==> config.mk <==
export PLATFORM = sky130hd
export DESIGN_NAME = ser_ctrl
export DESIGN_NICKNAME = d
export VERILOG_FILES = /design/src/rtl/core/ser_pkg.sv /design/src/rtl/core/ser_ctrl.sv
export SDC_FILE = /design/constraint.sdc
export NUM_CORES = 1
export LEC_CHECK = 0
export ABC_AREA = 0
export BUFFER_PORTS_ARGS = -buffer_cell sky130_fd_sc_hd__buf_2
export CAP_MARGIN = 20
export CORE_AREA = 8 8 45 47
export DETAILED_ROUTE_END_ITERATION = 7
export DIE_AREA = 0 0 53 55
export PLACE_DENSITY_LB_ADDON = 0.1
export SLEW_MARGIN = 20
export SYNTH_ARGS = -nofsm -noshare
export SYNTH_HDL_FRONTEND = slang
export SYNTH_SLANG_ARGS = --single-unit
==> constraint.sdc <==
create_clock -name clk -period 1.2 [get_ports clk]
set_clock_uncertainty 0.1 [all_clocks]
set_input_delay 0.18 -clock clk [delete_from_list [all_inputs] [get_ports clk]]
set_output_delay 0.18 -clock clk [all_outputs]
set_load 0.05 [all_outputs]
==> src/rtl/core/ser_pkg.sv <==
// Shared types, constants and coefficient tables for the stereo early-reflection block.
// No dependencies; every other file in rtl/core imports this package.
package ser_pkg;

    localparam int TAP_COUNT   = 7;
    localparam int TAP_W       = 3;
    localparam int SAMPLE_W    = 24;
    localparam int CFG_INDEX_W = 3;
    localparam int CFG_DATA_W  = 17;
    localparam int RATE_W      = 17;
    localparam int ROOM_W      = 10;
    localparam int COEF_W      = 16;
    localparam int MS_W        = 6;
    localparam int TAB_W       = 15;

    localparam logic [RATE_W-1:0] RATE_RESET = 17'd48000;
    localparam logic [ROOM_W-1:0] ROOM_RESET = 10'd256;
    localparam logic [ROOM_W-1:0] ROOM_MIN   = 10'd26;
    localparam logic [ROOM_W-1:0] ROOM_MAX   = 10'd768;
    localparam logic [COEF_W-1:0] DAMP_RESET = 16'd9830;
    localparam logic [COEF_W-1:0] DAMP_MAX   = 16'd32440;
    localparam logic [COEF_W-1:0] WET_RESET  = 16'd9830;
    localparam logic [COEF_W-1:0] UNITY_Q15  = 16'd32768;

    // delay = (ms * rate * size + 128000) / 256000, done as >>11 then /125
    localparam logic [32:0] DELAY_BIAS  = 33'd128000;
    localparam int          DELAY_SHIFT = 11;
    localparam int          DELAY_DIV   = 125;
    localparam int          Y_W         = 22;
    localparam logic [Y_W-1:0] RECIP_DIV = 22'd2147484;  // ceil(2^28 / 125)
    localparam int          RECIP_SHIFT = 28;
    localparam int          Q_W         = 16;

    typedef enum logic [CFG_INDEX_W-1:0] {
        CFG_SAMPLE_RATE = 3'd0,
        CFG_ROOM_SIZE   = 3'd1,
        CFG_DAMPING     = 3'd2,
        CFG_WET_MIX     = 3'd3
    } cfg_reg_t;

    typedef struct packed {
        logic             load_in;
        logic             issue;
        logic [TAP_W-1:0] tap;
        logic             mix_mul;
        logic             out_load;
    } ser_cmd_t;

    typedef struct packed {
        logic pipe_busy;
        logic out_free;
    } ser_stat_t;

    function automatic logic [MS_W-1:0] tap_ms(input logic [TAP_W-1:0] t);
        logic [MS_W-1:0] v;
        unique case (t)
            3'd0:    v = 6'd7;
            3'd1:    v = 6'd11;
            3'd2:    v = 6'd17;
            3'd3:    v = 6'd23;
            3'd4:    v = 6'd29;
            3'd5:    v = 6'd37;
            3'd6:    v = 6'd43;
            default: v = '0;
        endcase
        return v;
    endfunction

    function automatic logic [TAB_W-1:0] tap_gain(input logic [TAP_W-1:0] t);
        logic [TAB_W-1:0] v;
        unique case (t)
            3'd0:    v = 15'd27853;
            3'd1:    v = 15'd23593;
            3'd2:    v = 15'd19661;
            3'd3:    v = 15'd16384;
            3'd4:    v = 15'd13763;
            3'd5:    v = 15'd11469;
            3'd6:    v = 15'd9175;
            default: v = '0;
        endcase
        return v;
    endfunction

    function automatic logic [TAB_W-1:0] pan_left(input logic [TAP_W-1:0] t);
        logic [TAB_W-1:0] v;
        unique case (t)
            3'd0:    v = 15'd29491;
            3'd1:    v = 15'd6554;
            3'd2:    v = 15'd22938;
            3'd3:    v = 15'd4915;
            3'd4:    v = 15'd24576;
            3'd5:    v = 15'd11469;
            3'd6:    v = 15'd26214;
            default: v = '0;
        endcase
        return v;
    endfunction

    function automatic logic [TAB_W-1:0] pan_right(input logic [TAP_W-1:0] t);
        logic [TAB_W-1:0] v;
        unique case (t)
            3'd0:    v = 15'd3277;
            3'd1:    v = 15'd26214;
            3'd2:    v = 15'd9830;
            3'd3:    v = 15'd27853;
            3'd4:    v = 15'd8192;
            3'd5:    v = 15'd21299;
            3'd6:    v = 15'd6554;
            default: v = '0;
        endcase
        return v;
    endfunction

endpackage

==> src/rtl/core/ser_ctrl.sv <==
// Sequencer for the early-reflection block: accept, tap issue, drain, mix, output.
// Depends on ser_pkg; drives ser_datapath through ser_cmd_t.
module ser_ctrl import ser_pkg::*; (
    input  logic      clk,
    input  logic      rst_n,
    input  logic      in_valid,
    output logic      in_ready,
    input  ser_stat_t stat,
    output ser_cmd_t  cmd
);

    typedef enum logic [2:0] {
        S_IDLE,
        S_TAPS,
        S_DRAIN,
        S_MIX_MUL,
        S_MIX_OUT
    } state_t;

    state_t           state_reg;
    logic [TAP_W-1:0] tap_reg;

    assign in_ready = (state_reg == S_IDLE);

    always_comb
    begin
        cmd.load_in  = in_ready && in_valid;
        cmd.issue    = (state_reg == S_TAPS);
        cmd.tap      = tap_reg;
        cmd.mix_mul  = (state_reg == S_MIX_MUL);
        cmd.out_load = (state_reg == S_MIX_OUT) && stat.out_free;
    end

    always_ff @(posedge clk or negedge rst_n)
    begin
        if (!rst_n)
        begin
            state_reg <= S_IDLE;
            tap_reg   <= '0;
        end
        else
        begin
            unique case (state_reg)
                S_IDLE:
                begin
                    if (in_valid)
                    begin
                        state_reg <= S_TAPS;
                        tap_reg   <= '0;
                    end
                end
                S_TAPS:
                begin
                    if (tap_reg == TAP_W'(TAP_COUNT - 1))
                        state_reg <= S_DRAIN;
                    else
                        tap_reg <= tap_reg + 1'b1;
                end
                S_DRAIN:
                begin
                    if (!stat.pipe_busy)
                        state_reg <= S_MIX_MUL;
                end
                S_MIX_MUL:
                begin
                    state_reg <= S_MIX_OUT;
                end
                S_MIX_OUT:
                begin
                    if (stat.out_free)
                        state_reg <= S_IDLE;
                end
                default:
                begin
                    state_reg <= S_IDLE;
                end
            endcase
        end
    end

    a_first_tap_after_accept: assert property (@(posedge clk) disable iff (!rst_n)
        cmd.load_in |=> (cmd.issue && cmd.tap == '0))
        else $error("tap 0 not issued after accept");

    a_mix_on_empty_pipe: assert property (@(posedge clk) disable iff (!rst_n)
        cmd.mix_mul |-> !stat.pipe_busy)
        else $error("mix started with taps in flight");

    a_load_needs_slot: assert property (@(posedge clk) disable iff (!rst_n)
        cmd.out_load |-> stat.out_free)
        else $error("output register overwritten");

endmodule

# Word-level counts from Yosys, hierarchy flattened
# Index checks and enable logic that the tools add are counted.
# Widths: inputs -> output; s select.
[op_classes] n_reduce_logical=6 mux=8 eq_ne=10 addsub=1
[op_table] cell="$mux 3" n=6
[op_table] cell="$pmux 3 s5" n=1
[op_table] cell="$ne 2x2->1 const B" n=4
[op_table] cell="$eq 3x2->1 const B" n=2
[op_table] cell="$eq 3x3->1 const B" n=2
[op_table] cell="$pmux 3 s2" n=1
[op_table] cell="$reduce_and 4->1" n=1
[op_table] cell="$add 3x1->3 const B" n=1
[op_table] cell="$eq 3x1->1 const B" n=1
[op_table] cell="$logic_not 3->1" n=1
[op_table] cell="$reduce_and 3->1" n=1
[op_table] cell="$logic_and 1x1->1" n=2
[op_table] cell="$ne 2x1->1 const B" n=1
[op_table] cell="$reduce_bool 2->1" n=1
[word_totals] reg_bits=6 inputBits=5

# Logic depth before layout (Yosys ltp)
[depth] ltp_word=3 depth_mapped=5 mapped_depth_nobuf=5

# Least setup slack after synthesis
# No wires, ideal clock.
[synth_timing] kind="flip-flop to output port" start="register state_reg[0]" end="output cmd[6] (netlist bit)" t_required_ps=920 path_stages_with_launch=4 path_slack_ps=-1285 arrival_ps=2205 path_cell_list="dfrtp_1 > buf_2 > nor3_1 > and2_1"
[synth_lines] element="start: declaration" line="ser_ctrl.sv:20" rtl="state_t state_reg;"
[synth_lines] element="start signal: assignment" line="ser_ctrl.sv:38" rtl="state_reg <= S_IDLE;"
[synth_lines] element="start signal: assignment" line="ser_ctrl.sv:48" rtl="state_reg <= S_TAPS;"
[synth_lines] element="start signal: assignment" line="ser_ctrl.sv:55" rtl="state_reg <= S_DRAIN;"
[synth_lines] element="end: declaration" line="ser_ctrl.sv:9" rtl="output ser_cmd_t cmd"

==> run metrics <==
design area=796 sq um; Data required, critical path=0.92 ns; Max Cap Violations=0; synthesized instance count=38; Syn-to-layout area delta=111%; Clock Sinks=6; synthesized area=378 sq um; Clk pwr share=8.9%; Final Hold Fails=0; post-route ant nets=0; Worst Hold Depth=2; largest net degree at the start of global routing=7; Pint=1.36 mW; Non-Filler Instances=87; Reg2Reg Setup Slack=-0.19 ns; Max Slew Vio Count=0; gr ovfl total=0; share of flip-flops with an asynchronous set or reset=100%; worst rel slew slack=85.9%; startpoint types=flip-flop; Die ar.=0.00292 sq mm; worst vdd ir=1.52 mV; largest fanout on the critical path=6; DR WL/cell=13.7 um; Worst-path clk slew=0.05 ns; worst hold endpoint=state_reg[2]; Place WS=-0.176 ns; RSZ-0062 raised after global routing=yes; worst-skew pair later-pin latency=0.26 ns; top-level I/O count=13; final WL=1190 um; synth warn=0; Worst Setup End Kind=output pin; gpl congestion=0.806; Worst path slowest cell=dfrtp_2; Seq cells post-synth=6; post-layout min period=1.51 ns; Setup violations, final=11; worst r2r path cells=4; sw power=1.10 mW; remaining design rule violation count=0; Combinational Power Share=73.0%; CTS max path bufs=2; achievable frequency=0.664 GHz; P_leak=0.360 nW; mean area per synthesized cell=9.94 sq um; CTS tree=built; placed inst area=528 sq um; hold crit path type=input port to flip-flop; Net Sw Frac=44.7%; diodes inserted=0; placed wire-length estimate=773 um; post-synthesis sequential area ratio=39.7%; vias in the first global route=435; antenna violations before repair=0; Layout fillers=111; Power Density=3090 mW/mm^2; drt via density=4.70; post-layout util=57.5%; Synth cell types=24; via count=409; Most used DFF post-synth=dfrtp_1; Die Span Y=55 um; # H-tree levels=1; Tcrit/Tclk final=126%; Post-Syn Nets=45; setup TNS=-1.68 ns; Post-synth EDFFs=0; Core ar.=0.00138 sq mm; Num CTS Buffers=3; Worst R2R End=tap_reg[2]; CP cell instances=nor3_4 -> and2_4 -> buf_8; Reg power frac=18.1%; failing checks=negative setup slack; arrival time worst endpoint=1.23 ns; Root Buffer=clkbuf_4; worst slew pin tran=0.210 ns; worst r2r src=state_reg[1]; Initial Utilization=27.3%; Crit path largest cell delay=0.46 ns; Setup CP Type=flip-flop to output pin; DR pass1 iterations=2; # nets final=79; status=complete, but fails checks; Worst Hold Launch=stat[0]; num rows=14; worst setup margin=-0.307 ns; first-pass GRT wire length=1950 um; Initial DRC Count=2; share of layout cells above drive strength 1=77.5%; die extent in x=53 um; All-Layer GR Usage=9.12%; Port Buffers=12; Inst Count DP=72
==> power by group through the flow <==
stage / Sequential (mW) / Combinational (mW) / Clock (mW)
2_1_floorplan: 0.539 / 0.697 / 0
3_3_place_gp: 0.408 / 1.14 / 0
3_5_place_dp: 0.420 / 1.13 / 0
4_1_cts: 0.442 / 1.63 / 0.220
5_1_grt: 0.459 / 1.91 / 0.243
6_report: 0.447 / 1.80 / 0.219
==> synth_stat cells, types with 2 or more instances <==
cell	instances	area (sq um)
dfrtp_1	6	150
and2_1	2	12.5
inv_1	2	7.51
nand2_1	3	11.3
ha_1	2	25.0
nor2_1	3	11.3
nand3_1	2	10.0
a21oi_1	2	10.0
==> timing repair <==
action	in CTS	in global routing
setup endpoints to repair	13	13
setup buffers	8	3
resized for setup	36	8
hold endpoints to repair	6	0
pin swaps	11	6
hold buffers	1	0
gates cloned	0	0
==> worst max-delay path by stage <==
stage	from	end	slack (ns)	depth (start not counted)
after floorplan	state_reg[0]	cmd[6]	-0.42	3
final	state_reg[0]	cmd[6]	-0.31	3
after detailed placement	state_reg[0]	cmd[6]	-0.18	3
after global routing	state_reg[2]	cmd[6]	-0.35	3
after CTS	state_reg[1]	cmd[6]	-0.28	3
after global placement	state_reg[1]	cmd[0]	-0.15	3
==> critical path: cells and delay by family (launching register included) <==
| kind | cells | cell delay (ns) |
|---|---|---|
| buf+inv | 1 | 0.14 |
| flops | 1 | 0.46 |
| simple gates | 2 | 0.36 |
==> layer usage <==
| layer | global-route usage, % | routed length (um) |
|---|---|---|
| met1 | 9.41 | 497 |
| met2 | 15.4 | 587 |
| met3 | 3.74 | 88 |
| met4 | 5.17 | 19 |
| met5 | 0 | 0 |
==> kinds of logic after synthesis <==
logic type,Yosys count,synth area share [%]
mux,2,5.63
flops,6,39.7
buf+inv,4,6.29
compound gates,9,19.5
simple gates,15,22.2
fa+ha+maj,2,6.62
==> through the flow <==
| stage | hold WS, ns | total power [mW] |
|---|---|---|
| after floorplan | -0.216 | 1.24 |
| after global placement | -0.0832 | 1.55 |
| after detailed placement | -0.0765 | 1.55 |
| after CTS | 0.0318 | 2.29 |
| after global routing | 0.0320 | 2.61 |
| final | 0.0273 | 2.46 |
==> cell usage in the layout (no fill, tap or decap), types with 2 or more instances in the layout <==
cell,count
and2_4,2
buf_6,10
clkbuf_4,3
buf_8,6
buf_2,4
buf_4,10
nand2_1,3
nor2_2,2
a21oi_1,2
dfrtp_2,6
==> area by class of cell <==
type	count	area, sq um	share of cell area, %
timing repair buffer	31	308	38.7
multi-input combinational	28	277	34.7
sequential	6	158	19.8
clock buffer	4	26.3	3.30
tap	16	20.0	2.52
inverter	2	7.51	0.943
(Power assumes the default switching activity.)
